--- config.mk ---
export PLATFORM = sky130hd
export DESIGN_NAME = fba_ctrl
export DESIGN_NICKNAME = d
export VERILOG_FILES = /design/src/sv/fba_pkg.sv /design/src/sv/fba_ctrl.sv
export SDC_FILE = /design/constraint.sdc
export NUM_CORES = 1
export LEC_CHECK = 0
export BUFFER_PORTS_ARGS = -buffer_cell sky130_fd_sc_hd__buf_4
export CORE_AREA = 2 2 39 41
export CTS_CLUSTER_SIZE = 20
export DETAILED_ROUTE_END_ITERATION = 16
export DIE_AREA = 0 0 41 43
export PLACE_DENSITY = 0.67
export SYNTH_ARGS = -nofsm -noshare
export SYNTH_HDL_FRONTEND = slang
export SYNTH_SLANG_ARGS = --single-unit
export TNS_END_PERCENT = 5
--- constraint.sdc ---
create_clock -name clk -period 2.25 [get_ports clk]
set_input_delay 0 -clock clk [delete_from_list [all_inputs] [get_ports clk]]
set_output_delay 0 -clock clk [all_outputs]
set_load 0.1 [all_outputs]
--- src/sv/fba_pkg.sv ---
`timescale 1ns / 1ps
// ----------------------------------------------------------------------------
// fba_pkg
// Shared types and codes for the frame bitmap allocator: request and response
// items, result status codes, and the controller/datapath command and status.
// ----------------------------------------------------------------------------
package fba_pkg;

    localparam int FRAME_W     = 12;
    localparam int STATUS_W    = 2;
    localparam int QUOT_W      = 10;
    localparam int RECIP_SHIFT = 24;

    localparam logic OP_ALLOC = 1'b0;
    localparam logic OP_FREE  = 1'b1;

    localparam logic [STATUS_W-1:0] ST_DONE    = 2'd0;
    localparam logic [STATUS_W-1:0] ST_NOTHING = 2'd1;
    localparam logic [STATUS_W-1:0] ST_FULL    = 2'd2;

    localparam logic [1:0] RES_NOTHING = 2'd0;
    localparam logic [1:0] RES_FULL    = 2'd1;
    localparam logic [1:0] RES_ALLOC   = 2'd2;
    localparam logic [1:0] RES_FREE    = 2'd3;

    typedef struct packed {
        logic               opcode;
        logic [FRAME_W-1:0] current_frame;
        logic               kernel_page;
        logic               write_access;
    } fba_in_t;

    typedef struct packed {
        logic [STATUS_W-1:0] status;
        logic [FRAME_W-1:0]  frame_out;
        logic                present_flag;
        logic                writable_flag;
        logic                user_flag;
    } fba_out_t;

    typedef struct packed {
        logic       clr_write;
        logic       accept;
        logic       scan_next;
        logic       hit_write;
        logic       div;
        logic       rem;
        logic       free_write;
        logic       set_res;
        logic [1:0] res_kind;
        logic       out_load;
    } fba_cmd_t;

    typedef struct packed {
        logic idx_last;
        logic in_alloc;
        logic in_cur_zero;
        logic words_none;
        logic word_full;
        logic q_in_range;
        logic out_free;
    } fba_sts_t;

endpackage

--- src/sv/fba_ctrl.sv ---
`timescale 1ns / 1ps
// ----------------------------------------------------------------------------
// fba_ctrl
// Controller: clearing pass after reset, request decode, word scan for
// allocation, read-modify-write for frees, and hand-off to the output.
// ----------------------------------------------------------------------------
module fba_ctrl
    import fba_pkg::*;
(
    input  logic     clk,
    input  logic     rst_n,
    input  logic     req_valid,
    output logic     req_stall,
    input  fba_sts_t sts,
    output fba_cmd_t cmd
);

    localparam logic [2:0] S_CLEAR   = 3'd0;
    localparam logic [2:0] S_IDLE    = 3'd1;
    localparam logic [2:0] S_SCAN    = 3'd2;
    localparam logic [2:0] S_DIV     = 3'd3;
    localparam logic [2:0] S_REM     = 3'd4;
    localparam logic [2:0] S_FREE_WB = 3'd5;
    localparam logic [2:0] S_POST    = 3'd6;

    logic [2:0] state_reg, state_next;

    always_comb
    begin
        state_next = state_reg;
        cmd        = '0;
        req_stall  = 1'b1;
        case (state_reg)
            S_CLEAR:
            begin
                cmd.clr_write = 1'b1;
                if (sts.idx_last)
                begin
                    state_next = S_IDLE;
                end
            end
            S_IDLE:
            begin
                req_stall = 1'b0;
                if (req_valid)
                begin
                    cmd.accept = 1'b1;
                    if (sts.in_alloc != sts.in_cur_zero)
                    begin
                        cmd.set_res  = 1'b1;
                        cmd.res_kind = RES_NOTHING;
                        state_next   = S_POST;
                    end
                    else if (sts.in_alloc && sts.words_none)
                    begin
                        cmd.set_res  = 1'b1;
                        cmd.res_kind = RES_FULL;
                        state_next   = S_POST;
                    end
                    else if (sts.in_alloc)
                    begin
                        state_next = S_SCAN;
                    end
                    else
                    begin
                        state_next = S_DIV;
                    end
                end
            end
            S_SCAN:
            begin
                if (!sts.word_full)
                begin
                    cmd.hit_write = 1'b1;
                    cmd.set_res   = 1'b1;
                    cmd.res_kind  = RES_ALLOC;
                    state_next    = S_POST;
                end
                else if (sts.idx_last)
                begin
                    cmd.set_res  = 1'b1;
                    cmd.res_kind = RES_FULL;
                    state_next   = S_POST;
                end
                else
                begin
                    cmd.scan_next = 1'b1;
                end
            end
            S_DIV:
            begin
                cmd.div    = 1'b1;
                state_next = S_REM;
            end
            S_REM:
            begin
                cmd.rem = 1'b1;
                if (sts.q_in_range)
                begin
                    state_next = S_FREE_WB;
                end
                else
                begin
                    cmd.set_res  = 1'b1;
                    cmd.res_kind = RES_FREE;
                    state_next   = S_POST;
                end
            end
            S_FREE_WB:
            begin
                cmd.free_write = 1'b1;
                cmd.set_res    = 1'b1;
                cmd.res_kind   = RES_FREE;
                state_next     = S_POST;
            end
            S_POST:
            begin
                if (sts.out_free)
                begin
                    cmd.out_load = 1'b1;
                    state_next   = S_IDLE;
                end
            end
            default:
            begin
                state_next = S_IDLE;
            end
        endcase
    end

    always_ff @(posedge clk or negedge rst_n)
    begin
        if (!rst_n)
        begin
            state_reg <= S_CLEAR;
        end
        else
        begin
            state_reg <= state_next;
        end
    end

endmodule

Word level (Yosys, flattened, before mapping). Index checks and enable logic that the tools add are counted.

Register bits after elaboration: 3. Output and inout port bits: 12.

Eq/ne operators: 11. Muxes and demuxes: 30. Reduce and logical (&&, ||, !) cells: 3.

Operators with widths (count): 3-bit two-way mux (13); 3-bit one-hot mux with 7 select lines (1); 1-bit two-way mux (13); 3-bit one-hot mux with 4 select lines (1); 3-bit equality test (second input constant) (3); 3-bit by 2-bit equality test with 1-bit output (second input constant) (2); 2-bit inequality test (second input constant) (3); 2-bit two-way mux (2); 4-bit AND reduction (1); 3-bit by 1-bit equality test with 1-bit output (second input constant) (1); 3-bit logical NOT (1); 3-bit inequality test (second input constant) (1); 1-bit logical AND (1); 1-bit inequality test (1).

Depth between registers and ports, before layout. Gate-level depths: netlist (run 1).

Word-level depth: 5. Depth in mapped cells: 5.

Worst setup path after synthesis (run 1). Ideal clock, no wire load.

Path type: reg-to-output. Start point: register state_reg[0]. End point: output port cmd[5] (netlist name). Data arrival time: 2.844 ns. Data required time: 2.250 ns. Setup slack: -0.594 ns. Stages on the path, launching flop included: 4. Cells stage by stage: dfrtp_1 buf_6 buf_2 nor3b_1.

RTL lines: from (decl) (RTL line fba_ctrl.sv:26) `logic [2:0] state_reg, state_next;`; from (signal assigned) (RTL line fba_ctrl.sv:139) `state_reg <= state_next;`; to (decl) (RTL line fba_ctrl.sv:15) `output fba_cmd_t cmd`.

==> results of run 1 <==
-- synth_stat cells (2+ instances only) --
| master | count |
|---|---|
| nor2_1 | 2 |
| and3b_1 | 2 |
| dfrtp_1 | 3 |
| nor3b_1 | 2 |
| nand3_1 | 3 |
| or3b_4 | 2 |
| o31ai_1 | 2 |
| o21ai_0 | 3 |
| inv_1 | 3 |
| a21oi_1 | 2 |
| buf_4 | 2 |
| nand2_1 | 6 |
-- logic make-up after synthesis --
family	count (synthesis)
flops	3
simple gates	25
fa+ha+maj	1
compound gates	13
buf+inv	7
-- through the flow --
stage	setup slack (ns)	hold WS, ns	area [um^2]
floorplan	-0.427	-0.296	393
global placement	0.723	-0.211	539
detailed placement	0.681	-0.211	539
CTS	0.421	0.0928	576
global route	0.305	0.0753	576
finish	0.428	0.0893	576
-- cell type report --
cell class                      count  area [um^2]  area share
Multi-Input combinational cell     39          275       0.478
Inverter                            3         11.3      0.0196
Tap cell                           16         20.0      0.0348
Clock buffer                        4         26.3      0.0457
Sequential cell                     3         75.1       0.130
Timing Repair Buffer               22          168       0.291
-- per-layer routing --
metal	wire length, um	vias to the layer above	GRT usage	share of wire
met1	441	181	0.154	0.48
met4	0	0	0.0600	0
li1	-	221	-	-
met5	0	-	0	0
met3	48	0	0.0314	0.053
met2	423	12	0.159	0.46
-- layout by cell type, fill, tap and decap left out, types with 2 or more instances in the layout --
cell and count:
nand2_1 6, or3b_4 2, o31ai_1 2, nor2_1 2
inv_1 3, clkbuf_4 3, buf_4 21, and3b_1 2
o21ai_0 3, nand3_1 3, dfrtp_1 3, a21oi_1 2
-- what timing repair did --
item	CTS	global route
hold buffers	1	0
hold endpoints to repair	3	0
buffers inserted	0	0
-- how the worst max path moves through the flow --
stage              end    startpoint
6_report        cmd[1]  state_reg[0]
5_1_grt         cmd[1]  state_reg[0]
4_1_cts         cmd[1]  state_reg[0]
3_5_place_dp    cmd[1]  state_reg[0]
3_3_place_gp    cmd[1]  state_reg[0]
2_1_floorplan  cmd[10]  state_reg[0]
-- worst max-delay path, delay by kind of cell (launching register included) --
family,cells,cell delay (ns)
DFF,1,0.65
and+or+nand+nor,2,0.53
buffers and inverters,1,0.33
AOI/OAI and AO/OA,1,0.08
==> flow_summary.json, run 1 <==
{
  "crit_chain": "nor2b_2, or3b_4, o311ai_2, buf_4",
  "drv_slew": 0,
  "syn-mean-instance-area_um2": 7.92,
  "r2r_end": "state_reg[0]",
  "cts.sinks": 3,
  "setup_viol": 0,
  "synth_top_family_by_area": "simple AND/OR/NAND/NOR gates",
  "gp_congestion": 0.710,
  "start_util": 0.280,
  "async_flop_share": 1.00,
  "synth_fa_ha_area_frac": 0.0323,
  "layout-drive-gt1-share": 0.451,
  "ant_nets": 0,
  "min_period_ns": 1.82,
  "dp_cells": 82,
  "hold_violations": 0,
  "grt_first_pass_wirelength_mm": 1.40,
  "grt_pass1_vias": 356,
  "synth_warnings": 0,
  "ys.flop_type": "dfrtp_1",
  "synth.distinct_cells": 29,
  "worst_setup_path_end_kind": "output pin",
  "r2r_slack_ns": 1.01,
  "clk_pin_slew_ns": 0.04,
  "syn_area_um2": 388,
  "ys_ff_latch": 3,
  "max_cap_viol_count": 0,
  "synth_top_area_share": 0.194,
  "antenna_found_initial": 0,
  "crit_path_max_fanout": 18,
  "hold_path.class": "input pin to async pin",
  "post-route-period-util": 0.810,
  "nFillCells": 138,
  "initialDrtViolationCount": 3,
  "nets": 83,
  "wl_per_cell_um": 10.5,
  "chipHeight_um": 43,
  "pin_count": 22,
  "ctsLongestPathBuffers": 2,
  "die-area_um2": 1760,
  "post_cts_resized": 0,
  "drc": 0,
  "cp_slowest_cell": "dfrtp_1",
  "r2r-start": "state_reg[1]",
  "outcome": "completed",
  "area_growth_pct": 48.4,
  "fin_worst_skew_ns": 0.00317,
  "num_antenna_cells": 0,
  "synth.area.top_cells": "dfrtp_1 19%, nand2_1 5.8%, or3b_4 5.8%",
  "synth_edf_count": 0,
  "critPathArrivalTime_ns": 1.82,
  "dpl.hpwl_um": 677,
  "cts_inserted_buffers": 3,
  "drt-total-wl_um": 913,
  "synthesis.nets": 60,
  "worstMarginPinSlew_ns": 0.513,
  "postSynthCellCount": 49,
  "io_buffers": 21,
  "muxShareOfSynthArea": 0,
  "finalSetupTns_ns": 0,
  "largest_reg_flops": 3,
  "num_vias": 414,
  "synthXorXnorAreaFrac": 0,
  "cts_tree": "built",
  "r2r_cells": 3,
  "vias_per_cell": 4.76,
  "synth.largest_area_cell": "dfrtp_1",
  "worst-setup-path-type": "register to output pin",
  "rsz0062_at_grt": "no",
  "grt.total_usage": 0.114,
  "rows": 14,
  "core_area_um2": 1380,
  "htreeDepth": 1,
  "cpPeakStageDelay_ns": 0.65,
  "dr.pass1.iters": 4,
  "grt_max_degree": 19,
  "root_buffer": "clkbuf_4",
  "relSlewSlack": 0.658,
  "fmax_ghz": 0.549,
  "cp.required_ns": 2.25,
  "instances_no_fill": 87,
  "synth_compound_area_frac": 0.255,
  "yosys.area_share.simple": 0.410,
  "overflow": 0,
  "insertion_delay_ns": 0.23,
  "ys_seq_area_frac": 0.194,
  "cp-start-kind": "register",
  "final_core_util": 0.416,
  "die_w_um": 41
}
Power of run 1 is left out: the tool's default activity adds up to more than one toggle a clock period on the data nets, which glitch-free logic cannot reach.
==> run 2: changes to the inputs <==
ABC_AREA = 1   (was default)
clock period = 1.8 ns   (was 2.25 ns; I/O delays follow)
==> run 2 against run 1 <==
Effect of this change: non-clock buffer count stayed put; utilization is 2.6 points higher; die area is the same; flip-flop and latch count did not move; routed wire length is 13% higher; final cell count increased by 24%; final area grew 6.3%; first-iteration DRC count grew to 7.3 times the previous value; critical endpoint is now cmd[3]; global-route usage grew 2.8 points.
==> flow_summary.json, run 2 <==
{
  "die_w_um": 41,
  "crit_path_max_fanout": 10,
  "post-route-period-util": 0.914,
  "drc": 0,
  "start_util": 0.282,
  "r2r_slack_ns": 0.43,
  "hold_path.class": "input pin to register",
  "antenna_found_initial": 0,
  "critPathArrivalTime_ns": 1.64,
  "synth.largest_area_cell": "dfrtp_1",
  "outcome": "completed",
  "ys_ff_latch": 3,
  "dr.pass1.iters": 4,
  "cpPeakStageDelay_ns": 0.50,
  "setup_viol": 0,
  "worstMarginPinSlew_ns": 0.373,
  "nets": 104,
  "cp-start-kind": "register",
  "finalSetupTns_ns": 0,
  "insertion_delay_ns": 0.24,
  "relSlewSlack": 0.751,
  "vias_per_cell": 4.63,
  "cp_slowest_cell": "dfrtp_1",
  "min_period_ns": 1.64,
  "num_antenna_cells": 0,
  "fin_worst_skew_ns": 0.0122,
  "synth_warnings": 0,
  "synth.area.top_cells": "dfrtp_1 19%, nand2_1 16%, nand3_1 12%",
  "cp.required_ns": 1.80,
  "fmax_ghz": 0.608,
  "io_buffers": 21,
  "layout-drive-gt1-share": 0.337,
  "num_vias": 500,
  "chipHeight_um": 43,
  "drv_slew": 0,
  "dpl.hpwl_um": 830,
  "synth_edf_count": 0,
  "final_common_cell": "buf_4",
  "largest_reg_flops": 3,
  "worst-setup-path-type": "register to output pin",
  "cts_tree": "built",
  "die-area_um2": 1760,
  "mostFrequentLayoutCells": "18 x buf_4, 17 x nand2_1, 11 x inv_1, 9 x nand3_1, 8 x nor2_1",
  "ctsLongestPathBuffers": 2,
  "yosysMostFrequentCell": "nand2_1",
  "rows": 14,
  "wl_per_cell_um": 9.55,
  "grt_first_pass_wirelength_mm": 1.68,
  "core_area_um2": 1380,
  "async_flop_share": 1.00,
  "synth_commonest_cells": "17 x nand2_1, 11 x inv_1, 9 x nand3_1",
  "pin_count": 22,
  "cts.sinks": 3,
  "grt_max_degree": 11,
  "ant_nets": 0,
  "drt-total-wl_mm": 1.03,
  "max_cap_viol_count": 0,
  "synthesis.nets": 79,
  "overflow": 0,
  "clk_pin_slew_ns": 0.04,
  "ys.flop_type": "dfrtp_1",
  "cts_setup_buffers": 0,
  "syn-mean-instance-area_um2": 5.74,
  "htreeDepth": 1,
  "area_growth_pct": 56.7,
  "crit_chain": "inv_1, nand3_1, o211ai_1, buf_6",
  "worst_setup_path_end_kind": "output pin",
  "syn_area_um2": 390,
  "synth.distinct_cells": 17,
  "nFillCells": 149,
  "postSynthCellCount": 68,
  "root_buffer": "clkbuf_4",
  "grt_pass1_vias": 427,
  "cts_inserted_buffers": 3,
  "hold_violations": 0,
  "synth_top_area_share": 0.192,
  "ys_seq_area_frac": 0.192,
  "rsz0062_at_grt": "no",
  "initialDrtViolationCount": 22,
  "grt.total_usage": 0.143,
  "gp_congestion": 0.842
}
run 2: cell types whose count changed after synthesis, sizes merged, moves of 2 or more:
cell and change:
nor2b -2, o211ai +3, a21oi -2, nor2 +7, nand3 +5, nor3 +3, o31ai -2, or3b -2
inv +10, nor3b -2, and3b -2, nand2 +11, buf -2
run 2: critical path: cells and delay by family, from the launching register on:
family                 cells  cell delay [ns]
flip-flops                 1             0.50
buffers and inverters      2             0.46
AO/OA/AOI/OAI              1             0.26
AND/OR/NAND/NOR            1             0.18
run 2: kinds of logic (layout without fill, tap and decap cells):
logic type,after synthesis,in the layout,share of synthesized area
AO/OA/AOI/OAI,7,7,0.115
adder cells (fa/ha/maj),1,1,0.0320
buffers and inverters,15,39,0.173
flip-flops,3,3,0.192
AND/OR/NAND/NOR,42,42,0.487
run 2: final timing paths:
| kind | start | to | cells after the start |
|---|---|---|---|
| min | req_valid | state_reg[0] | 4 |
| max reg2reg | state_reg[2] | state_reg[2] | 7 |
| max | state_reg[2] | cmd[3] | 4 |
| min in group asynchronous | rst_n | state_reg[0] | 2 |
| min reg2reg | state_reg[2] | state_reg[2] | 2 |
| max in group asynchronous | rst_n | state_reg[2] | 2 |
run 2: timing repair:
item                                    in CTS  in global routing
endpoints found under the setup margin       0                  3
gates resized for setup                      0                  4
hold buffers                                 1                  0
hold endpoints to repair                     3                  0
run 2: cell type report:
cell class / instances / area, um^2 / share of cell area
inverters: 13 / 48.8 / 0.0798
well taps: 16 / 20.0 / 0.0327
multi-input cells: 50 / 263 / 0.429
flip-flops and latches: 3 / 75.1 / 0.123
repair buffers: 22 / 179 / 0.292
clock buffers: 4 / 26.3 / 0.0429
run 2: stage by stage:
step                worst slack [ns]  std cells  utilization  cell area (um^2)  hold slack, ns
CTS                           0.0606        108        0.430               596          0.0674
detailed placement             0.328        103        0.404               559          -0.210
floorplan                     -0.763         68            -               400          -0.296
finish                         0.156        108        0.442               612          0.0631
global placement               0.326        103        0.404               559          -0.210
global route                 0.00409        108        0.442               612          0.0646
run 2: per-layer routing:
layer	part of all wire	global-route usage	vias up
met1	0.44	0.177	210
met3	0.075	0.0314	2
met5	0	0	-
li1	-	-	265
met4	0.019	0.100	0
met2	0.47	0.206	23
Power of run 2 is left out for the same reason.
